===== src/hdl/biq_pkg.sv =====
package biq_pkg;

    // default formats: sample Q1.23, coefficient Q4.28, delay state Q8.40
    localparam int DEF_SAMPLE_WIDTH = 24;
    localparam int DEF_COEF_WIDTH   = 32;
    localparam int DEF_STATE_WIDTH  = 48;

    // number of coefficient registers
    localparam int NUM_COEF = 5;

    // coefficient register indexes
    typedef enum logic [2:0] {
        COEF_FEED_ZERO = 3'd0,
        COEF_FEED_ONE  = 3'd1,
        COEF_FEED_TWO  = 3'd2,
        COEF_BACK_ONE  = 3'd3,
        COEF_BACK_TWO  = 3'd4
    } t_coef_idx;

    // first multiplier operand: input sample, low or high half of y_full
    typedef enum logic [1:0] {
        OPA_X   = 2'd0,
        OPA_YLO = 2'd1,
        OPA_YHI = 2'd2
    } t_opa_sel;

    // sequencer states, one multiply issued in each of P0 through F2HI
    typedef enum logic [3:0] {
        ST_IDLE  = 4'd0,
        ST_P0    = 4'd1,
        ST_P1    = 4'd2,
        ST_P2    = 4'd3,
        ST_F1LO  = 4'd4,
        ST_F1HI  = 4'd5,
        ST_F2LO  = 4'd6,
        ST_F2HI  = 4'd7,
        ST_ACC2  = 4'd8,
        ST_DONE  = 4'd9
    } t_state;

    // commands from the sequencer to the datapath
    typedef struct packed {
        logic      load_x;
        t_opa_sel  opa;
        t_coef_idx coef;
        logic      ld_y;
        logic      ld_t1;
        logic      ld_t2;
        logic      acc_lo;
        logic      acc_hi;
        logic      ld_d1;
        logic      ld_d2;
        logic      ld_out;
    } t_cmd;

    // status from the datapath to the sequencer
    typedef struct packed {
        logic out_stall;
    } t_stat;

endpackage


===== src/hdl/biq_cfg_regs.sv =====
module biq_cfg_regs #(
    parameter int COEF_WIDTH = biq_pkg::DEF_COEF_WIDTH,
    parameter int DATA_WIDTH = 32,
    parameter int ADDR_WIDTH = 5
) (
    input  logic                                          i_clk,
    input  logic                                          i_rst_n,
    input  logic                                          psel,
    input  logic                                          penable,
    input  logic                                          pwrite,
    input  logic [ADDR_WIDTH-1:0]                         paddr,
    input  logic [DATA_WIDTH-1:0]                         pwdata,
    output logic [DATA_WIDTH-1:0]                         prdata,
    output logic                                          pready,
    output logic [biq_pkg::NUM_COEF-1:0][COEF_WIDTH-1:0]  o_coef
);

    // unity gain in Q4.28 style format
    localparam logic [COEF_WIDTH-1:0] COEF_ONE =
        {{(COEF_WIDTH-1){1'b0}}, 1'b1} << (COEF_WIDTH - 4);

    // reset image: feed_zero at unity, all other coefficients zero
    localparam logic [biq_pkg::NUM_COEF-1:0][COEF_WIDTH-1:0] COEF_RST =
        {{((biq_pkg::NUM_COEF-1)*COEF_WIDTH){1'b0}}, COEF_ONE};

    logic [biq_pkg::NUM_COEF-1:0][COEF_WIDTH-1:0] r_coef;
    logic [2:0]                                   w_idx;
    logic                                         w_wr;

    // register index from the word address
    assign w_idx  = paddr[ADDR_WIDTH-1 -: 3];
    assign w_wr   = psel && penable && pwrite;
    assign pready = 1'b1;

    // coefficient write, indexes past the last register are dropped
    always_ff @(posedge i_clk) begin
        if (!i_rst_n) begin
            r_coef <= COEF_RST;
        end else if (w_wr && (w_idx < 3'(biq_pkg::NUM_COEF))) begin
            r_coef[w_idx] <= pwdata[COEF_WIDTH-1:0];
        end
    end

    // read back
    always_comb begin
        if (w_idx < 3'(biq_pkg::NUM_COEF)) begin
            prdata = DATA_WIDTH'(r_coef[w_idx]);
        end else begin
            prdata = '0;
        end
    end

    assign o_coef = r_coef;

endmodule


===== src/hdl/biq_ctrl.sv =====
module biq_ctrl (
    input  logic            i_clk,
    input  logic            i_rst_n,
    input  logic            i_valid,
    output logic            o_ready,
    output biq_pkg::t_cmd   o_cmd,
    input  biq_pkg::t_stat  i_stat
);

    biq_pkg::t_state r_state;
    biq_pkg::t_state n_state;

    // state register
    always_ff @(posedge i_clk) begin
        if (!i_rst_n) begin
            r_state <= biq_pkg::ST_IDLE;
        end else begin
            r_state <= n_state;
        end
    end

    // next state
    always_comb begin
        n_state = r_state;
        case (r_state)
            biq_pkg::ST_IDLE: begin
                if (i_valid) begin
                    n_state = biq_pkg::ST_P0;
                end
            end
            biq_pkg::ST_P0:   n_state = biq_pkg::ST_P1;
            biq_pkg::ST_P1:   n_state = biq_pkg::ST_P2;
            biq_pkg::ST_P2:   n_state = biq_pkg::ST_F1LO;
            biq_pkg::ST_F1LO: n_state = biq_pkg::ST_F1HI;
            biq_pkg::ST_F1HI: n_state = biq_pkg::ST_F2LO;
            biq_pkg::ST_F2LO: n_state = biq_pkg::ST_F2HI;
            biq_pkg::ST_F2HI: n_state = biq_pkg::ST_ACC2;
            biq_pkg::ST_ACC2: n_state = biq_pkg::ST_DONE;
            biq_pkg::ST_DONE: begin
                if (!i_stat.out_stall) begin
                    n_state = biq_pkg::ST_IDLE;
                end
            end
            default:          n_state = biq_pkg::ST_IDLE;
        endcase
    end

    // datapath commands
    always_comb begin
        o_cmd      = '0;
        o_cmd.opa  = biq_pkg::OPA_X;
        o_cmd.coef = biq_pkg::COEF_FEED_ZERO;
        o_ready    = 1'b0;
        case (r_state)
            biq_pkg::ST_IDLE: begin
                o_ready      = 1'b1;
                o_cmd.load_x = i_valid;
            end
            biq_pkg::ST_P0: begin
                o_cmd.coef = biq_pkg::COEF_FEED_ZERO;
            end
            biq_pkg::ST_P1: begin
                o_cmd.coef = biq_pkg::COEF_FEED_ONE;
                o_cmd.ld_y = 1'b1;
            end
            biq_pkg::ST_P2: begin
                o_cmd.coef  = biq_pkg::COEF_FEED_TWO;
                o_cmd.ld_t1 = 1'b1;
            end
            biq_pkg::ST_F1LO: begin
                o_cmd.opa   = biq_pkg::OPA_YLO;
                o_cmd.coef  = biq_pkg::COEF_BACK_ONE;
                o_cmd.ld_t2 = 1'b1;
            end
            biq_pkg::ST_F1HI: begin
                o_cmd.opa    = biq_pkg::OPA_YHI;
                o_cmd.coef   = biq_pkg::COEF_BACK_ONE;
                o_cmd.acc_lo = 1'b1;
            end
            biq_pkg::ST_F2LO: begin
                o_cmd.opa    = biq_pkg::OPA_YLO;
                o_cmd.coef   = biq_pkg::COEF_BACK_TWO;
                o_cmd.acc_hi = 1'b1;
            end
            biq_pkg::ST_F2HI: begin
                o_cmd.opa    = biq_pkg::OPA_YHI;
                o_cmd.coef   = biq_pkg::COEF_BACK_TWO;
                o_cmd.ld_d1  = 1'b1;
                o_cmd.acc_lo = 1'b1;
            end
            biq_pkg::ST_ACC2: begin
                o_cmd.acc_hi = 1'b1;
            end
            biq_pkg::ST_DONE: begin
                o_cmd.ld_d2  = !i_stat.out_stall;
                o_cmd.ld_out = !i_stat.out_stall;
            end
            default: begin
                o_ready = 1'b0;
            end
        endcase
    end

    // an accepted item starts the multiply sequence
    a_accept_start: assert property (@(posedge i_clk) disable iff (!i_rst_n)
        (i_valid && o_ready) |=> (r_state == biq_pkg::ST_P0))
        else $error("accepted item did not start the sequence");

    // the result register is never overwritten while still held
    a_no_overwrite: assert property (@(posedge i_clk) disable iff (!i_rst_n)
        o_cmd.ld_out |-> !i_stat.out_stall)
        else $error("result written while output stalled");

    // at most one state or partial-sum load per cycle
    a_one_load: assert property (@(posedge i_clk) disable iff (!i_rst_n)
        $onehot0({o_cmd.ld_y, o_cmd.ld_t1, o_cmd.ld_t2, o_cmd.ld_d1, o_cmd.ld_d2}))
        else $error("conflicting datapath loads");

endmodule


===== src/hdl/biq_datapath.sv =====
module biq_datapath #(
    parameter int SAMPLE_WIDTH = biq_pkg::DEF_SAMPLE_WIDTH,
    parameter int COEF_WIDTH   = biq_pkg::DEF_COEF_WIDTH,
    parameter int STATE_WIDTH  = biq_pkg::DEF_STATE_WIDTH
) (
    input  logic                                          i_clk,
    input  logic                                          i_rst_n,
    input  biq_pkg::t_cmd                                 i_cmd,
    output biq_pkg::t_stat                                o_stat,
    input  logic [SAMPLE_WIDTH-1:0]                       i_sample,
    input  logic [biq_pkg::NUM_COEF-1:0][COEF_WIDTH-1:0]  i_coef,
    input  logic                                          i_out_ready,
    output logic                                          o_out_valid,
    output logic [SAMPLE_WIDTH-1:0]                       o_sample
);

    localparam int X = SAMPLE_WIDTH;
    localparam int C = COEF_WIDTH;
    localparam int S = STATE_WIDTH;
    // product rescale: sample*coef fraction bits minus state fraction bits
    localparam int PSH     = X + C - S + 3;
    localparam int PSH_R   = (PSH > 0) ? PSH : 0;
    localparam int PSH_L   = (PSH < 0) ? -PSH : 0;
    localparam int PSH_RM1 = (PSH_R > 0) ? PSH_R - 1 : 0;
    // rescaled feedforward product and y_full widths
    localparam int PW  = X + C - PSH_R + PSH_L;
    localparam int YW  = ((PW > S) ? PW : S) + 1;
    // y_full split into an unsigned low half and a signed high half
    localparam int L   = YW - YW / 2;
    localparam int AW  = (X > L + 1) ? X : L + 1;
    localparam int MW  = AW + C;
    localparam int TW  = ((MW + PSH_L > S + PSH_R) ? MW + PSH_L : S + PSH_R) + 2;
    // feedback product accumulator
    localparam int FW  = YW + C;
    localparam int CF  = C - 4;
    localparam int GW  = FW - CF;
    localparam int DW2 = GW + 2;
    // y_full to sample format
    localparam int OSH = S - X - 7;
    localparam int YW1 = YW + 1;
    localparam int OW  = YW1 - OSH;

    localparam logic [TW-1:0]  RND_P = {{(TW-1){1'b0}}, (PSH_R > 0)} << PSH_RM1;
    localparam logic [FW-1:0]  RND_F = {{(FW-1){1'b0}}, 1'b1} << (CF - 1);
    localparam logic [YW1-1:0] RND_O = {{(YW1-1){1'b0}}, 1'b1} << (OSH - 1);

    logic signed [X-1:0]   r_x;
    logic signed [MW-1:0]  r_prod;
    logic signed [YW-1:0]  r_y;
    logic signed [YW-1:0]  r_t1;
    logic signed [YW-1:0]  r_t2;
    logic signed [FW-1:0]  r_acc;
    logic signed [S-1:0]   r_d1;
    logic signed [S-1:0]   r_d2;
    logic [X-1:0]          r_out;
    logic                  r_out_valid;

    logic signed [AW-1:0]  w_opa;
    logic signed [C-1:0]   w_coef;
    logic signed [S-1:0]   w_addend;
    logic signed [TW-1:0]  w_sum_p;
    logic signed [GW-1:0]  w_fb;
    logic signed [YW-1:0]  w_tsel;
    logic signed [DW2-1:0] w_diff;
    logic [DW2-S:0]        w_dtop;
    logic signed [S-1:0]   w_dsat;
    logic signed [YW1-1:0] w_yr;
    logic [OW-1:0]         w_yq;
    logic [OW-X:0]         w_ytop;
    logic [X-1:0]          w_ysat;

    // multiplier operand select
    always_comb begin
        case (i_cmd.opa)
            biq_pkg::OPA_X:   w_opa = AW'(r_x);
            biq_pkg::OPA_YLO: w_opa = $signed(AW'({1'b0, r_y[L-1:0]}));
            biq_pkg::OPA_YHI: w_opa = AW'($signed(r_y[YW-1:L]));
            default:          w_opa = '0;
        endcase
    end

    always_comb begin
        case (i_cmd.coef)
            biq_pkg::COEF_FEED_ZERO: w_coef = $signed(i_coef[biq_pkg::COEF_FEED_ZERO]);
            biq_pkg::COEF_FEED_ONE:  w_coef = $signed(i_coef[biq_pkg::COEF_FEED_ONE]);
            biq_pkg::COEF_FEED_TWO:  w_coef = $signed(i_coef[biq_pkg::COEF_FEED_TWO]);
            biq_pkg::COEF_BACK_ONE:  w_coef = $signed(i_coef[biq_pkg::COEF_BACK_ONE]);
            biq_pkg::COEF_BACK_TWO:  w_coef = $signed(i_coef[biq_pkg::COEF_BACK_TWO]);
            default:                 w_coef = '0;
        endcase
    end

    // shared multiplier, registered product
    always_ff @(posedge i_clk) begin
        r_prod <= w_opa * w_coef;
        if (i_cmd.load_x) begin
            r_x <= $signed(i_sample);
        end
    end

    // feedforward product rounded to state format, plus d1 for y, d2 for t1, nothing for t2
    always_comb begin
        if (i_cmd.ld_y) begin
            w_addend = r_d1;
        end else if (i_cmd.ld_t1) begin
            w_addend = r_d2;
        end else begin
            w_addend = '0;
        end
    end

    assign w_sum_p = (TW'(r_prod) <<< PSH_L) + $signed(RND_P) + (TW'(w_addend) <<< PSH_R);

    always_ff @(posedge i_clk) begin
        if (i_cmd.ld_y) begin
            r_y <= $signed(w_sum_p[PSH_R +: YW]);
        end
        if (i_cmd.ld_t1) begin
            r_t1 <= $signed(w_sum_p[PSH_R +: YW]);
        end
        if (i_cmd.ld_t2) begin
            r_t2 <= $signed(w_sum_p[PSH_R +: YW]);
        end
    end

    // feedback product built from two partial products, then rounding bias
    always_ff @(posedge i_clk) begin
        if (i_cmd.acc_lo) begin
            r_acc <= FW'(r_prod);
        end else if (i_cmd.acc_hi) begin
            r_acc <= r_acc + (FW'(r_prod) <<< L) + $signed(RND_F);
        end
    end

    // new delay value with saturation
    assign w_fb   = $signed(r_acc[FW-1:CF]);
    assign w_tsel = i_cmd.ld_d1 ? r_t1 : r_t2;
    assign w_diff = DW2'(w_tsel) - DW2'(w_fb);
    assign w_dtop = w_diff[DW2-1:S-1];

    always_comb begin
        if ((&w_dtop) || !(|w_dtop)) begin
            w_dsat = w_diff[S-1:0];
        end else begin
            w_dsat = {w_diff[DW2-1], {(S-1){~w_diff[DW2-1]}}};
        end
    end

    always_ff @(posedge i_clk) begin
        if (!i_rst_n) begin
            r_d1 <= '0;
            r_d2 <= '0;
        end else begin
            if (i_cmd.ld_d1) begin
                r_d1 <= w_dsat;
            end
            if (i_cmd.ld_d2) begin
                r_d2 <= w_dsat;
            end
        end
    end

    // y_full rounded to sample format and saturated
    assign w_yr   = YW1'(r_y) + $signed(RND_O);
    assign w_yq   = w_yr[YW1-1:OSH];
    assign w_ytop = w_yq[OW-1:X-1];

    always_comb begin
        if ((&w_ytop) || !(|w_ytop)) begin
            w_ysat = w_yq[X-1:0];
        end else begin
            w_ysat = {w_yq[OW-1], {(X-1){~w_yq[OW-1]}}};
        end
    end

    // output register
    always_ff @(posedge i_clk) begin
        if (i_cmd.ld_out) begin
            r_out <= w_ysat;
        end
    end

    always_ff @(posedge i_clk) begin
        if (!i_rst_n) begin
            r_out_valid <= 1'b0;
        end else if (i_cmd.ld_out) begin
            r_out_valid <= 1'b1;
        end else if (i_out_ready) begin
            r_out_valid <= 1'b0;
        end
    end

    assign o_stat.out_stall = r_out_valid && !i_out_ready;
    assign o_out_valid      = r_out_valid;
    assign o_sample         = r_out;

endmodule


===== src/hdl/biquad_iir_filter_unit.sv =====
// Second-order IIR section, transposed direct form II. Each item on the
// s_axis side is one signed Q1.23 sample; each item on m_axis is the
// filtered sample, rounded and saturated to Q1.23. Five signed Q4.28
// coefficients (b0, b1, b2, a1, a2; a1 and a2 are subtracted) sit on the
// APB port at byte addresses 0x00..0x10 and reset to a pass-through
// filter. The two Q8.40 delay states reset to zero and saturate. Once
// a sample is accepted, a single shared multiplier works through seven
// products (three feedforward, and two feedback products each split
// into two halves of y_full). The next sample is accepted only after
// the result is loaded, which is held back while a previous result
// waits unread on m_axis. Change coefficients only while no sample is
// in flight.
module biquad_iir_filter_unit #(
    parameter int SAMPLE_WIDTH = biq_pkg::DEF_SAMPLE_WIDTH,
    parameter int COEF_WIDTH   = biq_pkg::DEF_COEF_WIDTH,
    parameter int STATE_WIDTH  = biq_pkg::DEF_STATE_WIDTH,
    localparam int TDW         = ((SAMPLE_WIDTH + 7) / 8) * 8,
    localparam int PDW         = (COEF_WIDTH > 32) ? 64 : 32,
    localparam int PAW         = (COEF_WIDTH > 32) ? 6 : 5
) (
    input  logic           i_clk,
    input  logic           i_rst_n,
    // stream in
    input  logic           s_axis_tvalid,
    output logic           s_axis_tready,
    input  logic [TDW-1:0] s_axis_tdata,   // sample_in
    // stream out
    output logic           m_axis_tvalid,
    input  logic           m_axis_tready,
    output logic [TDW-1:0] m_axis_tdata,   // sample_out
    // register port
    input  logic           psel,
    input  logic           penable,
    input  logic           pwrite,
    input  logic [PAW-1:0] paddr,
    input  logic [PDW-1:0] pwdata,
    output logic [PDW-1:0] prdata,
    output logic           pready
);

    logic [biq_pkg::NUM_COEF-1:0][COEF_WIDTH-1:0] w_coef;
    biq_pkg::t_cmd                                w_cmd;
    biq_pkg::t_stat                               w_stat;
    logic [SAMPLE_WIDTH-1:0]                      w_sample_out;

    // coefficient registers
    biq_cfg_regs #(
        .COEF_WIDTH (COEF_WIDTH),
        .DATA_WIDTH (PDW),
        .ADDR_WIDTH (PAW)
    ) u_cfg (
        .i_clk   (i_clk),
        .i_rst_n (i_rst_n),
        .psel    (psel),
        .penable (penable),
        .pwrite  (pwrite),
        .paddr   (paddr),
        .pwdata  (pwdata),
        .prdata  (prdata),
        .pready  (pready),
        .o_coef  (w_coef)
    );

    // sequencer
    biq_ctrl u_ctrl (
        .i_clk   (i_clk),
        .i_rst_n (i_rst_n),
        .i_valid (s_axis_tvalid),
        .o_ready (s_axis_tready),
        .o_cmd   (w_cmd),
        .i_stat  (w_stat)
    );

    // arithmetic and delay state
    biq_datapath #(
        .SAMPLE_WIDTH (SAMPLE_WIDTH),
        .COEF_WIDTH   (COEF_WIDTH),
        .STATE_WIDTH  (STATE_WIDTH)
    ) u_dp (
        .i_clk       (i_clk),
        .i_rst_n     (i_rst_n),
        .i_cmd       (w_cmd),
        .o_stat      (w_stat),
        .i_sample    (s_axis_tdata[SAMPLE_WIDTH-1:0]),
        .i_coef      (w_coef),
        .i_out_ready (m_axis_tready),
        .o_out_valid (m_axis_tvalid),
        .o_sample    (w_sample_out)
    );

    assign m_axis_tdata = TDW'(w_sample_out);

endmodule


===== config.mk =====
export PLATFORM = sky130hd
export DESIGN_NAME = biquad_iir_filter_unit
export DESIGN_NICKNAME = d
export VERILOG_FILES = /design/src/hdl/biq_pkg.sv /design/src/hdl/biq_cfg_regs.sv /design/src/hdl/biq_ctrl.sv /design/src/hdl/biq_datapath.sv /design/src/hdl/biquad_iir_filter_unit.sv
export SDC_FILE = /design/constraint.sdc
export NUM_CORES = 2
export LEC_CHECK = 0
export BUFFER_PORTS_ARGS = -buffer_cell sky130_fd_sc_hd__clkbuf_2
export CAP_MARGIN = 20
export CORE_AREA = 5 5 491 493
export CTS_CLUSTER_SIZE = 8
export DETAILED_ROUTE_END_ITERATION = 10
export DIE_AREA = 0 0 496 498
export GPL_ROUTABILITY_DRIVEN = 1
export PLACE_DENSITY_LB_ADDON = 0.08
export REMOVE_ABC_BUFFERS = 1
export SYNTH_ARGS = -nofsm -noshare
export SYNTH_HDL_FRONTEND = slang
export SYNTH_SLANG_ARGS = --single-unit

===== constraint.sdc =====
create_clock -name i_clk -period 9.85 [get_ports i_clk]
set_input_delay 0 -clock i_clk [delete_from_list [all_inputs] [get_ports i_clk]]
set_output_delay 0 -clock i_clk [all_outputs]
set_load 0.01 [all_outputs]

# Word level (Yosys, flattened, before mapping)
# Index checks and enable logic that the tools add are counted.
[totals]
latch_bits = 0
ff_bits = 595
in_bits = 68
n_memories = 0
out_inout_bits = 59
mem_bits_ro = 0
ram_bits = 0
[classes]
muxes = 31
n_eq_ne = 17
div_mod_pow = 0
reduce_logical = 26
addsub = 6
shifts = 0
n_mul = 1
bitwise_logic = 2
order_cmp = 3
[op_table]
columns = ["op", "count"]
rows = [
  ["81-bit two-way mux", 2],
  ["160-bit bitwise mux", 1],
  ["32-bit case mux with 5 select lines", 1],
  ["48-bit two-way mux", 3],
  ["32-bit binary-select mux with 3-bit select", 1],
  ["32-bit demux with 3-bit select", 1],
  ["32-bit two-way mux", 3],
  ["81-bit by 29-bit adder with 81-bit output (second input constant)", 1],
  ["81-bit adder", 1],
  ["26-bit case mux with 3 select lines", 1],
  ["59-bit by 59-bit adder with 60-bit output", 1],
  ["58-bit by 12-bit adder with 59-bit output (second input constant)", 1],
  ["26-bit by 32-bit multiplier with 58-bit output", 1],
  ["49-bit by 53-bit subtractor with 54-bit output", 1],
  ["49-bit by 18-bit adder with 50-bit output (second input constant)", 1],
  ["49-bit two-way mux", 1],
  ["4-bit case mux with 10 select lines", 1],
  ["24-bit two-way mux", 1],
  ["4-bit by 3-bit equality test with 1-bit output (second input constant)", 4],
  ["3-bit case mux with 4 select lines", 1],
  ["1-bit two-way mux", 10],
  ["10-bit AND reduction", 1],
  ["10-bit OR reduction", 1],
  ["2-bit OR reduction", 5],
  ["26 further kinds", 41],
]

# Logic depth before layout (Yosys ltp)
[depth]
word_depth = 8
ltp_mapped = 37
ltp_nobuf = 32

# Cells and area by module
# A second synthesis with hierarchy kept.
[unflattened]
cells_unflattened = 6792
area_unflattened_um2 = 62137.1
[modules_own_cells]
columns = ["mod", "n_inst", "cells_per_inst", "seq_area_each_um2", "area_each_um2"]
rows = [
  ["biq_datapath", 1, 5994, 10640.2, 54471.0],
  ["biq_cfg_regs", 1, 750, 3203.1, 7333.3],
  ["biq_ctrl", 1, 48, 80.1, 332.8],
]

# Worst setup path after synthesis
# No wires, ideal clock.
[synth_timing]
path_kind = "reg2reg"
startpoint = "reg u_ctrl.r_state[3]"
endpoint = "reg u_dp.r_prod[54]"
synth_period_minus_slack_ns = 8.562
arrival_time_ns = 8.442
required_ns = 9.730
setup_time_ns = 0.120
n_path_buf = 4
path_slack_ns = 1.288
stages_incl_launch_ff = 33
path_cell_list = "dfxtp_1 > clkbuf_1 > nor3_1 > clkbuf_1 > nand2_1 > nand4_1 > clkbuf_1 > nand2_1 > fa_1 > inv_1 > fa_1 > inv_1 > fa_1 > inv_1 > fa_1 > fa_1 > fa_1 > inv_1 > fa_1 > inv_1 > ha_1 > clkbuf_1 > nand3_1 > nor2_1 > nand3_1 > nor3_1 > nand3_1 > a311oi_1 > a41oi_1 > a21oi_1 > o21a_1 > nor2_1 > xnor2_1"
[synth_via]
elab_chain_len = 6
[synth_lines]
columns = ["element", "line_no", "source"]
rows = [
  ["start, declared", "biq_ctrl.sv:10", "biq_pkg::t_state r_state;"],
  ["start signal, assigned", "biq_ctrl.sv:16", "r_state <= biq_pkg::ST_IDLE;"],
  ["start signal, assigned", "biq_ctrl.sv:18", "r_state <= n_state;"],
  ["4-bit by 3-bit equality test with 1-bit output", "biq_ctrl.sv:54", "case (r_state)"],
  ["2-bit OR reduction (no source line)", "--", ""],
  ["3-bit case mux with 4 select lines / 2-bit case mux with 2 select lines (equally long branches)", "biq_ctrl.sv:54", ""],
  ["3-bit equality test (tied with other cells)", "biq_datapath.sv:83", "case (i_cmd.coef)"],
  ["32-bit case mux with 5 select lines / 26-bit case mux with 3 select lines (equally long branches)", "biq_datapath.sv:83, biq_datapath.sv:74", ""],
  ["26-bit by 32-bit multiplier with 58-bit output (*)", "biq_datapath.sv:95", "r_prod <= w_opa * w_coef;"],
  ["end signal, assigned", "biq_datapath.sv:95", ""],
  ["end, declared", "biq_datapath.sv:48", "logic signed [MW-1:0] r_prod;"],
]
# Mark *: on every way between the ends. The rest lies on a longest branch, timed or not.
# A chain may end at the register's enable or synchronous reset.

# Final worst setup path
[layout_timing]
startpoint = "reg u_ctrl.r_state[2]"
endpoint = "reg u_dp.r_prod[54]"
# Same word-level chain as after synthesis.

==> impl_metrics.py <==
metrics = {
    "drt": {
        "drt-vias-per-instance": 4.668,
        "wl_met2_um": 111900,
        "firstDrtPassIters": 5,
        "vias": 47982,
        "drt-total-wl_um": 238500,
        "drt_iter0_markers": 2617,
        "route.detailed.drc": 0,
        "ant_nets": 0,
        "wl_per_cell_um": 23.20,
        "met3_length_um": 7222,
        "top_layer": "met5",
        "met1Wirelength_um": 112600,
    },
    "die": {
        "initial_utilization_pct": 25.77,
        "io_pins": 127,
        "design.core.area_um2": 236500,
        "chipWidth_um": 496,
        "die-area_um2": 247000,
        "row_count": 179,
        "die_h_um": 498,
    },
    "critical_path": {
        "rrSetupSlack_ns": 0.57,
        "critPathRequiredTime_ns": 10.42,
        "end_kind": "register",
        "crit_top_cell": "fa_1",
        "critPathMaxStageDelay_ns": 0.81,
        "cp-start-kind": "register",
        "path_buf_inv": 6,
        "critPathSlowestCell": "and4_1",
        "cp.arrival_ns": 9.85,
        "path_class": "reg2reg",
        "path_delay_family": "adder cells",
        "cp_max_fo": 9,
    },
    "run": {
        "cap_viol_max_count": 0,
    },
    "cells_and_area": {
        "synthToLayoutAreaGrowth_pct": 14.51,
        "final_cells": 10280,
        "drive_gt1_share_pct": 7.148,
        "layout_common_cells": "1277 x nand2_1, 1043 x inv_1, 857 x fa_1",
        "nNetsFinal": 8347,
        "layout.cells.most_common": "nand2_1",
        "n_fill_cell": 25351,
    },
    "global_route": {
        "gr-total-overflow": 0,
        "antenna_found_initial": 8,
        "grt_pass1_vias": 51138,
        "grt_usage_pct": 19.21,
        "grt_pass1_wl_um": 351300,
        "grt_max_degree": 88,
    },
    "clocking": {
        "htree_levels": 3,
        "clk_pin_slew_worst_paths_ns": 0.05,
        "clkSinkCount": 570,
        "insertion_delay_ns": 0.72,
        "cts_hold_buffers": 89,
        "cts_tree": "built",
        "post_cts_buffers": 0,
        "max-clock-path-buffers": 3,
        "cts_buffers": 84,
        "cts_resized": 0,
        "clockRootBuffer": "clkbuf_16",
    },
    "place": {
        "dp_cells": 10045,
        "hpwl_um": 189800,
        "place.gp.congestion": 0.8430,
        "numPortBuffers": 123,
        "dpl_worst_slack_ns": 0.4511,
    },
    "sta": {
        "fin_ws_ns": 0.5682,
        "final.min_clock_period_ns": 9.282,
        "rsz0062_at_grt": "no",
        "fmax_ghz": 0.1077,
        "slew_headroom_pct": 25.64,
        "fin_skew_ns": 0.05723,
        "finalCritPeriodShare_pct": 94.23,
        "hold_viol_final": 0,
        "slew_viol_final": 0,
        "tightest_slew_ns": 1.101,
        "finalSetupViolCount": 0,
    },
    "power_and_ir_drop": {
        "power_mw": 12.97,
        "p_leak_nw": 31.53,
        "p_seq_share_pct": 25.9,
        "vdd_drop_max_mv": 0.1763,
        "combinationalPowerShare_pct": 52.5,
        "internal_power_mw": 7.143,
        "p_sw_share_pct": 44.92,
        "power.switching_mw": 5.826,
        "p_per_area_nw_per_um2": 185.8,
        "clock_power_share_pct": 21.7,
    },
    "synthesis": {
        "ys_async_sr_fraction_pct": 0,
        "synth-seq-cells": 570,
        "synth_warnings": 0,
        "synth-seq-area-share_pct": 22.84,
        "synth_edf_count": 251,
        "syn_inst": 6887,
        "synth_cell_types": 87,
        "syn_area_um2": 60950,
        "synth_ff_type": "dfxtp_1",
        "syn_area_per_cell_um2": 8.850,
    },
    "status": {
        "status": "finished clean",
    },
    "hold_path": {
        "hold_class": "in2reg",
    },
}
-- worst reg2reg max path: cells and delay by family (launching register included) --
| kind | cells | cell delay [ns] |
|---|---|---|
| and+or+nand+nor | 10 | 2.23 |
| buffers and inverters | 6 | 0.65 |
| AOI/OAI and AO/OA | 6 | 1.71 |
| xor gates and xnor gates | 1 | 0.12 |
| adders and majority gates | 8 | 3.86 |
| DFF | 1 | 0.55 |
-- routing by layer --
metal | global-route usage [%] | vias to the layer above
li1 | - | 22508
met1 | 26.62 | 24329
met2 | 32.07 | 911
met3 | 1.676 | 232
met4 | 5.261 | 2
met5 | 0 | -
-- power by group through the flow --
stage,logic (mW),clock network [mW],registers [mW]
after floorplan,4.50,0,3.18
after global placement,6.82,0,3.42
after detailed placement,6.81,0,3.41
after CTS,6.88,2.93,3.37
after global routing,7.60,3.00,3.37
final,6.81,2.81,3.35
-- cells in the mapped netlist (8+ instances only) --
cell	instances	area, um2
nand2b_1	24	150.1
a31oi_1	64	400.4
nand3_1	59	295.3
nor2_1	545	2046
o211ai_1	14	105.1
dfxtp_1	319	6386
nor3_1	81	405.4
edfxtp_1	251	7537
nand2_1	1284	4820
inv_1	1043	3915
a21o_1	131	983.4
buf_2	18	90.09
and2_1	39	244.0
a221oi_1	9	78.83
nand4_1	73	456.7
a211o_1	8	70.07
xnor2_1	158	1384
o21ai_0	185	925.9
o21ai_1	26	130.1
o2111ai_1	8	70.07
a211oi_1	52	390.4
nor2b_1	43	269.0
mux2i_1	61	610.6
o31ai_1	8	60.06
a21oi_1	227	1136
fa_1	857	17160
a22oi_1	31	232.7
and3_1	31	193.9
o21bai_1	32	240.2
a21boi_0	167	1254
buf_1	9	33.78
o21a_1	36	270.3
ha_1	369	4617
clkbuf_1	309	1160
and4_1	33	289.0
a221o_1	38	380.4
a22o_1	49	429.2
xor2_1	78	683.2
-- logic make-up (layout without fill, tap and decap cells) --
family | after synthesis | in the layout | synth area share [%]
mux | 61 | 61 | 1.002
simple gates | 2262 | 2262 | 15.63
fa+ha+maj | 1226 | 1226 | 35.72
compound gates | 1145 | 1145 | 12.76
buf+inv | 1385 | 1605 | 8.603
flops | 570 | 570 | 22.84
other cells | 1 | 7 | 0.006152
xor+xnor | 237 | 237 | 3.436
-- sequential cells by signal, indices dropped and copies added, names as in the netlist --
| register | cells |
|---|---|
| u_dp.o_sample | 24 |
| u_dp.r_acc | 56 |
| u_dp.o_out_valid | 1 |
| u_dp.r_y | 49 |
| u_dp.r_prod | 58 |
| u_dp.r_d2 | 48 |
| u_cfg.o_coef | 160 |
| u_dp.r_t2 | 49 |
| u_dp.r_t1 | 49 |
| u_dp.r_d1 | 48 |
| u_ctrl.r_state | 4 |
| u_dp.r_x | 24 |
-- through the flow --
| step | instance area, um2 | setup TNS, ns | hold WS [ns] | utilization, % |
|---|---|---|---|---|
| after detailed placement | 66430 | 0 | 0.1817 | 28.09 |
| after global placement | 66430 | 0 | 0.1807 | 28.09 |
| after floorplan | 59630 | -1522.82 | 0.07183 | - |
| after global routing | 69790 | 0 | 0.1253 | 29.51 |
| after CTS | 69780 | 0 | 0.05224 | 29.50 |
| final | 69800 | 0 | 0.1348 | 29.51 |
-- final cells by class --
class / instances / area [um2] / area share, %
multi-input combinational: 4932 / 42070 / 60.28
sequential: 570 / 13920 / 19.95
tap: 3167 / 3963 / 5.677
inverter: 1044 / 3920 / 5.616
timing repair buffer: 421 / 3441 / 4.930
clock buffer: 133 / 2337 / 3.349
clock inverter: 7 / 121.4 / 0.1739
antenna: 6 / 15.01 / 0.02151
-- worst paths after layout --
kind | depth (start not counted) | from | end
setup / recovery | 31 | u_ctrl.r_state[2] | u_dp.r_prod[54]
hold / removal | 5 | penable | u_cfg.o_coef[133]
setup reg to reg | 31 | u_ctrl.r_state[2] | u_dp.r_prod[54]
hold reg to reg | 2 | u_cfg.o_coef[156] | u_cfg.o_coef[156]
No activity file was read; power rests on OpenSTA's default activity.
